`src/gfh_pkg.sv`:
```
`default_nettype none

package gfh_pkg;

   localparam int COUNT_BITS = 32;
   localparam int FIELD_BITS = 128;
   localparam int KEY_BITS_PER_STEP = 8;
   localparam int STEPS = FIELD_BITS / KEY_BITS_PER_STEP;
   localparam int STEP_W = $clog2(STEPS);
   localparam logic [STEP_W-1:0] STEP_LAST = STEP_W'(STEPS - 1);
   localparam logic [7:0] RED_TOP = 8'hE1;
   localparam int BLOCK_BYTES = 16;

   localparam logic [0:0] REG_KEY_HIGH = 1'b0;
   localparam logic [0:0] REG_KEY_LOW = 1'b1;

   typedef struct packed {
      logic [63:0] block_high;
      logic [63:0] block_low;
      logic [4:0]  valid_bytes;
      logic        last_block;
   } req_type;

   typedef struct packed {
      logic [63:0] digest_high;
      logic [63:0] digest_low;
   } rsp_type;

   typedef struct packed {
      logic load;
      logic fold;
      logic step;
      logic load_len;
      logic emit;
   } cmd_type;

endpackage

`default_nettype wire

```
`src/gfh_ctrl.sv`:
```
`default_nettype none

module gfh_ctrl (
   input  wire logic            clock,
   input  wire logic            reset,
   input  wire logic            req_valid,
   input  wire logic            req_last,
   output logic                 req_ready,
   output logic                 rsp_valid,
   input  wire logic            rsp_ready,
   output gfh_pkg::cmd_type     cmd
);

   localparam logic [1:0] ST_IDLE  = 2'd0;
   localparam logic [1:0] ST_MUL   = 2'd1;
   localparam logic [1:0] ST_FIN   = 2'd2;
   localparam logic [1:0] ST_DRAIN = 2'd3;

   logic [1:0]                  state_ff, state_in;
   logic [gfh_pkg::STEP_W-1:0]  step_ff, step_in;
   logic                        last_ff, last_in;
   logic                        rsp_valid_ff, rsp_valid_in;
   logic                        at_end;
   logic                        out_free;
   logic                        take;

   assign at_end = (step_ff == gfh_pkg::STEP_LAST);
   assign out_free = !rsp_valid_ff || rsp_ready;

   always_comb begin
      req_ready = 1'b0;
      case (state_ff)
         ST_IDLE: req_ready = 1'b1;
         ST_MUL:  req_ready = at_end && !last_ff;
         default: req_ready = 1'b0;
      endcase
   end

   assign take = req_valid && req_ready;

   always_comb begin
      state_in = state_ff;
      step_in = step_ff;
      last_in = last_ff;
      cmd = '0;
      case (state_ff)
         ST_IDLE: begin
            if (take) begin
               cmd.load = 1'b1;
               last_in = req_last;
               step_in = '0;
               state_in = ST_MUL;
            end
         end
         ST_MUL: begin
            step_in = step_ff + 1'b1;
            if (at_end) begin
               if (last_ff) begin
                  cmd.load_len = 1'b1;
                  state_in = ST_FIN;
               end else if (take) begin
                  cmd.fold = 1'b1;
                  cmd.load = 1'b1;
                  last_in = req_last;
               end else begin
                  cmd.fold = 1'b1;
                  state_in = ST_IDLE;
               end
            end else begin
               cmd.step = 1'b1;
            end
         end
         ST_FIN: begin
            cmd.step = 1'b1;
            step_in = step_ff + 1'b1;
            if (at_end) begin
               state_in = ST_DRAIN;
            end
         end
         ST_DRAIN: begin
            if (out_free) begin
               cmd.emit = 1'b1;
               state_in = ST_IDLE;
            end
         end
         default: state_in = ST_IDLE;
      endcase
   end

   always_comb begin
      rsp_valid_in = rsp_valid_ff;
      if (cmd.emit) begin
         rsp_valid_in = 1'b1;
      end else if (rsp_ready) begin
         rsp_valid_in = 1'b0;
      end
   end

   assign rsp_valid = rsp_valid_ff;

   always_ff @(posedge clock) begin
      if (reset) begin
         state_ff <= ST_IDLE;
         step_ff <= '0;
         last_ff <= 1'b0;
         rsp_valid_ff <= 1'b0;
      end else begin
         state_ff <= state_in;
         step_ff <= step_in;
         last_ff <= last_in;
         rsp_valid_ff <= rsp_valid_in;
      end
   end

   a_idle_step_zero: assert property (@(posedge clock) disable iff (reset)
      (state_ff == ST_IDLE || state_ff == ST_DRAIN) |-> (step_ff == '0))
      else $error("step counter not parked");

   a_no_take_late: assert property (@(posedge clock) disable iff (reset)
      (state_ff == ST_FIN || state_ff == ST_DRAIN) |-> !req_ready)
      else $error("beat taken during final multiply");

   a_emit_free: assert property (@(posedge clock) disable iff (reset)
      cmd.emit |-> (!rsp_valid_ff || rsp_ready))
      else $error("result overwritten");

   a_fin_drain: assert property (@(posedge clock) disable iff (reset)
      (state_ff == ST_FIN && at_end) |=> (state_ff == ST_DRAIN))
      else $error("final multiply did not end in drain");

endmodule

`default_nettype wire

```
`src/gfh_dp.sv`:
```
`default_nettype none

module gfh_dp (
   input  wire logic              clock,
   input  wire logic              reset,
   input  wire gfh_pkg::cmd_type  cmd,
   input  wire gfh_pkg::req_type  req_data,
   input  wire logic [127:0]      key,
   output gfh_pkg::rsp_type       rsp_data
);

   localparam int FB = gfh_pkg::FIELD_BITS;
   localparam int CB = gfh_pkg::COUNT_BITS;
   localparam int KB = gfh_pkg::KEY_BITS_PER_STEP;

   logic [FB-1:0]  acc_ff, acc_in;
   logic [FB-1:0]  z_ff, z_in;
   logic [FB-1:0]  w_ff, w_in;
   logic [FB-1:0]  key_sh_ff, key_sh_in;
   logic [CB-1:0]  cnt_ff, cnt_in;
   gfh_pkg::rsp_type rsp_ff, rsp_in;

   logic [FB-1:0]  z_next;
   logic [FB-1:0]  w_next;
   logic [FB-1:0]  blk_mask;
   logic [FB-1:0]  acc_src;
   logic [FB-1:0]  len_word;
   logic [4:0]     vb;
   logic [CB:0]    cnt_sum;

   function automatic logic [2*FB-1:0] gf_step(input logic [FB-1:0] z0,
                                                 input logic [FB-1:0] w0,
                                                 input logic [KB-1:0] kb);
      logic [FB-1:0] z;
      logic [FB-1:0] w;
      logic          carry;
      z = z0;
      w = w0;
      for (int j = 0; j < KB; j++) begin
         if (kb[KB-1-j]) begin
            w = w ^ z;
         end
         carry = z[0];
         z = z >> 1;
         if (carry) begin
            z[FB-1 -: 8] = z[FB-1 -: 8] ^ gfh_pkg::RED_TOP;
         end
      end
      return {z, w};
   endfunction

   assign {z_next, w_next} = gf_step(z_ff, w_ff, key_sh_ff[FB-1 -: KB]);

   assign vb = (req_data.valid_bytes > 5'(gfh_pkg::BLOCK_BYTES))
               ? 5'(gfh_pkg::BLOCK_BYTES) : req_data.valid_bytes;

   always_comb begin
      for (int i = 0; i < gfh_pkg::BLOCK_BYTES; i++) begin
         blk_mask[FB-1-8*i -: 8] = (5'(i) < vb) ? 8'hFF : 8'h00;
      end
   end

   assign acc_src = cmd.fold ? w_next : acc_ff;
   assign cnt_sum = {1'b0, cnt_ff} + (CB+1)'(vb);
   assign len_word = FB'({cnt_ff, 3'b000});

   always_comb begin
      acc_in = acc_ff;
      z_in = z_ff;
      w_in = w_ff;
      key_sh_in = key_sh_ff;
      cnt_in = cnt_ff;
      rsp_in = rsp_ff;
      if (cmd.step) begin
         z_in = z_next;
         w_in = w_next;
         key_sh_in = key_sh_ff << KB;
      end
      if (cmd.fold) begin
         acc_in = w_next;
      end
      if (cmd.load) begin
         z_in = acc_src ^ ({req_data.block_high, req_data.block_low} & blk_mask);
         w_in = '0;
         key_sh_in = key;
         cnt_in = cnt_sum[CB] ? {CB{1'b1}} : cnt_sum[CB-1:0];
      end
      if (cmd.load_len) begin
         z_in = w_next ^ len_word;
         w_in = '0;
         key_sh_in = key;
      end
      if (cmd.emit) begin
         rsp_in.digest_high = w_ff[FB-1:64];
         rsp_in.digest_low = w_ff[63:0];
         acc_in = '0;
         cnt_in = '0;
      end
   end

   always_ff @(posedge clock) begin
      if (reset) begin
         acc_ff <= '0;
         cnt_ff <= '0;
      end else begin
         acc_ff <= acc_in;
         cnt_ff <= cnt_in;
      end
   end

   always_ff @(posedge clock) begin
      z_ff <= z_in;
      w_ff <= w_in;
      key_sh_ff <= key_sh_in;
      rsp_ff <= rsp_in;
   end

   assign rsp_data = rsp_ff;

endmodule

`default_nettype wire

```
`src/gf128_polynomial_hash.sv`:
```
// channel | direction | handshake           | payload
// req     | in        | req_valid/req_ready | req_data  (block_high, block_low, valid_bytes,
//         |           |                     |            last_block)
// rsp     | out       | rsp_valid/rsp_ready | rsp_data  (digest_high, digest_low)
// csr     | in        | apb write/read      | key_high @ 0x0, key_low @ 0x8
//
// one block is one field multiply: it walks the key 8 bits per cycle
// back-to-back blocks are taken in the last multiply cycle, so blocks follow without a gap
// the last block adds a second multiply for the length, then loads the result register
// reset clears the accumulator, byte count, keys and the result register valid
// a waiting result does not block new beats; only a finished message waits for it

`default_nettype none

module gf128_polynomial_hash (
   input  wire logic              clock,
   input  wire logic              reset,
   input  wire logic              req_valid,
   output logic                   req_ready,
   input  wire gfh_pkg::req_type  req_data,
   output logic                   rsp_valid,
   input  wire logic              rsp_ready,
   output gfh_pkg::rsp_type       rsp_data,
   input  wire logic              csr_psel,
   input  wire logic              csr_penable,
   input  wire logic              csr_pwrite,
   input  wire logic [3:0]        csr_paddr,
   input  wire logic [63:0]       csr_pwdata,
   output logic [63:0]            csr_prdata,
   output logic                   csr_pready
);

   logic [63:0]       key_high_ff, key_high_in;
   logic [63:0]       key_low_ff, key_low_in;
   logic              csr_wr;
   logic [0:0]        csr_reg;
   gfh_pkg::cmd_type  cmd;

   assign csr_pready = 1'b1;
   assign csr_wr = csr_psel && csr_penable && csr_pwrite && csr_pready;
   assign csr_reg = csr_paddr[3];

   always_comb begin
      key_high_in = key_high_ff;
      key_low_in = key_low_ff;
      if (csr_wr) begin
         case (csr_reg)
            gfh_pkg::REG_KEY_HIGH: key_high_in = csr_pwdata;
            gfh_pkg::REG_KEY_LOW:  key_low_in = csr_pwdata;
            default: key_high_in = key_high_ff;
         endcase
      end
   end

   always_comb begin
      case (csr_reg)
         gfh_pkg::REG_KEY_HIGH: csr_prdata = key_high_ff;
         gfh_pkg::REG_KEY_LOW:  csr_prdata = key_low_ff;
         default: csr_prdata = '0;
      endcase
   end

   always_ff @(posedge clock) begin
      if (reset) begin
         key_high_ff <= '0;
         key_low_ff <= '0;
      end else begin
         key_high_ff <= key_high_in;
         key_low_ff <= key_low_in;
      end
   end

   gfh_ctrl u_ctrl (
      .clock     (clock),
      .reset     (reset),
      .req_valid (req_valid),
      .req_last  (req_data.last_block),
      .req_ready (req_ready),
      .rsp_valid (rsp_valid),
      .rsp_ready (rsp_ready),
      .cmd       (cmd)
   );

   gfh_dp u_dp (
      .clock    (clock),
      .reset    (reset),
      .cmd      (cmd),
      .req_data (req_data),
      .key      ({key_high_ff, key_low_ff}),
      .rsp_data (rsp_data)
   );

endmodule

`default_nettype wire
```
`config.mk`:
```
export PLATFORM = sky130hd
export DESIGN_NAME = gf128_polynomial_hash
export DESIGN_NICKNAME = d
export VERILOG_FILES = /design/src/gfh_pkg.sv /design/src/gfh_ctrl.sv /design/src/gfh_dp.sv /design/src/gf128_polynomial_hash.sv
export SDC_FILE = /design/constraint.sdc
export NUM_CORES = 2
export LEC_CHECK = 0
export BUFFER_PORTS_ARGS = -buffer_cell sky130_fd_sc_hd__buf_4
export CORE_ASPECT_RATIO = 1.1
export CORE_UTILIZATION = 55
export CTS_CLUSTER_SIZE = 30
export DETAILED_ROUTE_END_ITERATION = 16
export HOLD_SLACK_MARGIN = 0.15
export PLACE_DENSITY = 0.74
export SLEW_MARGIN = 15
export SYNTH_ARGS = -nofsm -noshare
export SYNTH_HDL_FRONTEND = slang
export SYNTH_SLANG_ARGS = --single-unit
```
`constraint.sdc`:
```
create_clock -name clock -period 10.9 [get_ports clock]
set_input_delay 0.545 -clock clock [delete_from_list [all_inputs] [get_ports clock]]
set_output_delay 0.545 -clock clock [all_outputs]
set_load 0.01 [all_outputs]
```
==> Implementation_results.wiki <==
{| class="wikitable"
! Metric !! Value
|-
| Most instantiated library cell after synthesis || sky130_fd_sc_hd__nand2_1
|-
| Largest cells by area after synthesis || sky130_fd_sc_hd__edfxtp_1 23%, sky130_fd_sc_hd__dfxtp_1 17%, sky130_fd_sc_hd__nand2_1 16%, sky130_fd_sc_hd__xnor2_1 16%, sky130_fd_sc_hd__a21oi_1 4.6%
|-
| Final count of pins violating max slew || 0
|-
| R2r endpoint || u_dp.key_sh_ff[81]
|-
| Avg Vias per Cell || 5.87
|-
| Post-synth net total || 6291
|-
| Cell area after synthesis || 0.0504 mm2
|-
| Worst-path cell with the longest stage delay || sky130_fd_sc_hd__buf_4
|-
| Number of enable flip-flop cells after synthesis || 384
|-
| Number of failing setup endpoints in the final timing report || 0
|-
| Worst Reg-to-Reg Cells || 9
|-
| Achievable Freq || 223 MHz
|-
| Worst setup path end || u_dp.key_sh_ff[81]
|-
| Largest area contributor in the synthesized netlist || sky130_fd_sc_hd__edfxtp_1
|-
| Die outline area || 0.0928 mm2
|-
| Final Routed Wirelength || 153000 um
|-
| Crit share post-route || 0.412
|-
| Vias in the first global route || 42007
|-
| Placeable core region || 0.0909 mm2
|-
| Path class of the lowest-slack min-delay path || input pin to flip-flop
|-
| Number of fillers in the final layout || 7699
|-
| Initial core utilization || 0.554
|-
| Synth-to-layout area growth || 12.7%
|-
| Transition time at the pin with the least slew margin || 1.14 ns
|-
| Count of hold buffers inserted by post-cts repair || 64
|-
| I/O pin total || 404
|-
| Xor and xnor fraction of the mapped netlist area || 0.226
|-
| Most frequent cells after synthesis || 2139 x sky130_fd_sc_hd__nand2_1, 893 x sky130_fd_sc_hd__xnor2_1, 461 x sky130_fd_sc_hd__a21oi_1, 424 x sky130_fd_sc_hd__dfxtp_1, 384 x sky130_fd_sc_hd__edfxtp_1
|-
| Max-Cap Viols || 0
|-
| Cell type group with the largest total delay on the critical path || buffers and inverters
|-
| Critical setup path kind || flip-flop to flip-flop
|-
| # resized after CTS || 0
|-
| Post-synthesis cell count || 6071
|-
| Pin count of the biggest net entering global routing || 171
|-
| Number of warnings reported in the yosys synthesis log || 0
|-
| Req. time, crit path || 11.18 ns
|-
| Outcome || complete, no violations
|-
| Total number of H-tree levels || 3
|-
| Final Net Count || 6377
|-
| Kind of end point of the critical path || flip-flop
|-
| Gr usage total || 0.323
|-
| Placed cell count || 7184
|-
| Complex-gate fraction of the synthesized area || 0.115
|-
| Number of failing hold endpoints at the final stage || 0
|-
| Width of the chip || 291 um
|-
| Worst path bufs/invs || 3
|-
| Antenna violations before repair || 22
|-
| Floorplan row count || 116
|-
| Height of the die || 319 um
|-
| Max FO, Critical Path || 143
|-
| Post-synthesis sequential area ratio || 0.398
|-
| Startpoint of the most critical setup path || u_ctrl.state_ff[0]
|-
| Fraction of the mapped netlist area in adder cells || 0.00288
|-
| Routed Antenna Nets || 0
|-
| Iteration-0 DRC Markers || 4245
|-
| Largest clock skew in the final design || 0.0169 ns
|-
| Reg clk slew, reported paths || 0.07 ns
|-
| Number of flip-flops and latches in the synthesized netlist || 808
|-
| Final global-route overflow total || 0
|-
| Leading register cell type out of synthesis || sky130_fd_sc_hd__dfxtp_1
|-
| Post-synthesis average cell area || 8.30 um2
|-
| Root Buffer || sky130_fd_sc_hd__clkbuf_16
|-
| Sink count of the clock tree || 808
|-
| Combinational family with the most area after synthesis || XOR/XNOR gates
|-
| Largest buffer count on any clock path || 3
|-
| Setup slack of the worst register-to-register path || 6.41 ns
|-
| Setup TNS || 0 ns
|-
| Slowest cell delay on critical path || 0.70 ns
|-
| Distinct cell type count of the synthesized netlist || 77
|-
| Cell depth of the worst setup path || 9
|-
| Global-route wire length before repair || 237000 um
|-
| Clock latency of the later-clocked register in the worst-skew pair || 0.67 ns
|-
| Total via count in the routed design || 43493
|-
| Multiplexer share of the synthesized area || 0.0173
|-
| Total half-perimeter wirelength after legalization and detailed placement || 92000 um
|-
| Fraction of final layout cells with drive strength greater than 1 || 0.113
|-
| Global placer's final weighted congestion || 0.887
|-
| Launching element type of the critical path || flip-flop
|-
| Start of the worst register-to-register path || u_ctrl.state_ff[0]
|-
| Final instance count without filler cells || 7411
|-
| Dpl cell area || 0.0532 mm2
|-
| Simple-gate area share of the yosys netlist || 0.198
|-
| Total power per unit cell area || 242 mW/mm2
|-
| DR DRC count || 0
|-
| Leakage power || 21.4 nW
|-
| Fin crit period || 4.49 ns
|-
| Post-CTS setup buffer count || 0
|-
| Highest ir drop seen on vdd || 0.000137 V
|-
| Arrival time at the worst endpoint || 4.77 ns
|-
| Worst rel slew slack || 0.241
|-
| Cell-by-cell listing of the critical path || ha_1 > and3b_1 > nand2_4 > nand2_2 > buf_4 > nor2_4 > nand2_4 > buf_4 > buf_12
|-
| CTS tree || built
|-
| RSZ-0062 raised after global routing || no
|-
| Post-Route Utilization || 0.625
|-
| Portion of synthesized cell area occupied by the leading cell type || 0.229
|-
| Async set-reset flop share out of synthesis || 0
|-
| Drt wl/cell || 20.7 um
|-
| Number of buffers added by the clock tree synthesis step || 87
|-
| Total non-filler cell area in the finished layout || 0.0568 mm2
|-
| Number of port buffers || 399
|-
| Router iterations before antenna repair || 8
|}
cell families after synthesis:
logic type	count (synthesis)
other	1
buffers and inverters	525
XOR/XNOR	1182
flip-flops	808
AND/OR/NAND/NOR	2558
AO/OA/AOI/OAI	907
adder cells (fa/ha/maj)	11
multiplexers	79
worst register-to-register path: cells and delay by family, from the launching register on:
kind / cells / cell delay [ns]
adders and majority gates: 1 / 0.34
DFF: 1 / 0.40
buffers and inverters: 3 / 1.72
and+or+nand+nor: 5 / 1.39
metrics by stage:
stage / hold WS [ns] / total power, mW / setup WS [ns]
after global placement: 0.448 / 10.4 / 6.50
after global routing: 0.222 / 14.4 / 6.21
after CTS: 0.162 / 13.7 / 6.45
after detailed placement: 0.457 / 10.6 / 6.46
final: 0.197 / 13.7 / 6.41
after floorplan: 0.433 / 9.40 / 2.85
flip-flops by register name, summed over array words and instances, names as in the netlist, 4 cells and up, named ones only:
signal and flops:
u_dp.acc_ff 128, u_dp.rsp_data 128, u_dp.key_sh_ff 128, u_dp.cnt_ff 32
u_dp.z_ff 128, key_low_ff 64, u_dp.w_ff 128, key_high_ff 64
u_ctrl.step_ff 4
worst min path at each step:
| stage | endpoint | from | depth (start not counted) |
|---|---|---|---|
| after detailed placement | u_dp.rsp_data[124] | u_dp.w_ff[124] | 0 |
| after global routing | u_ctrl.last_ff | req_data[0] | 3 |
| after floorplan | u_dp.rsp_data[124] | u_dp.w_ff[124] | 0 |
| after CTS | u_ctrl.last_ff | req_data[0] | 3 |
| final | u_ctrl.last_ff | req_data[0] | 3 |
| after global placement | key_low_ff[2] | key_low_ff[2] | 2 |
layer usage:
layer,vias to the layer above,share of wire,global-route usage
li1,20095,-,-
met1,20697,0.38,0.398
met2,2257,0.46,0.529
met3,406,0.11,0.0771
met4,38,0.045,0.160
met5,-,0.0015,0
power breakdown:
group / internal (mW) / total [mW] / switching [mW] / leakage, nW
clock network: 1.76 / 3.08 / 1.32 / 1.41
logic: 2.92 / 6.25 / 3.33 / 12.9
registers: 3.71 / 4.39 / 0.680 / 7.06
final cells by class:
type                            count  area, um2  share of cell area
Inverter                           13       48.8            0.000860
Timing Repair Buffer              509       4060              0.0715
Tap cell                         1180       1480              0.0260
Clock inverter                     51        583              0.0103
Multi-Input combinational cell   4738      28300               0.498
Clock buffer                      109       2320              0.0409
Sequential cell                   808      20000               0.353
Antenna cell                        3       7.51            0.000132
placed cells by master, fill, tap and decap left out, types with 7 or more instances in the layout:
master / count
sky130_fd_sc_hd__a211o_1: 9
sky130_fd_sc_hd__a211oi_1: 7
sky130_fd_sc_hd__a21o_1: 7
sky130_fd_sc_hd__a21oi_1: 461
sky130_fd_sc_hd__a221o_1: 25
sky130_fd_sc_hd__a221oi_1: 19
sky130_fd_sc_hd__a222oi_1: 49
sky130_fd_sc_hd__a31oi_1: 47
sky130_fd_sc_hd__and2_1: 26
sky130_fd_sc_hd__and3_1: 9
sky130_fd_sc_hd__buf_4: 439
sky130_fd_sc_hd__bufinv_16: 10
sky130_fd_sc_hd__clkbuf_1: 16
sky130_fd_sc_hd__clkbuf_16: 87
sky130_fd_sc_hd__clkinv_1: 11
sky130_fd_sc_hd__clkinv_2: 14
sky130_fd_sc_hd__dfxtp_1: 424
sky130_fd_sc_hd__dlygate4sd3_1: 64
sky130_fd_sc_hd__edfxtp_1: 384
sky130_fd_sc_hd__ha_1: 10
sky130_fd_sc_hd__inv_1: 13
sky130_fd_sc_hd__mux2_2: 65
sky130_fd_sc_hd__mux2i_1: 14
sky130_fd_sc_hd__nand2_1: 2135
sky130_fd_sc_hd__nand2b_1: 10
sky130_fd_sc_hd__nand3_1: 31
sky130_fd_sc_hd__nand4_1: 11
sky130_fd_sc_hd__nor2_1: 263
sky130_fd_sc_hd__nor3_1: 23
sky130_fd_sc_hd__o211ai_1: 23
sky130_fd_sc_hd__o21a_1: 101
sky130_fd_sc_hd__o21ai_0: 35
sky130_fd_sc_hd__o22a_1: 25
sky130_fd_sc_hd__o22ai_1: 51
sky130_fd_sc_hd__xnor2_1: 893
sky130_fd_sc_hd__xnor2_2: 20
sky130_fd_sc_hd__xnor3_1: 58
sky130_fd_sc_hd__xor2_1: 203
No activity file was read; power rests on OpenSTA's default activity.
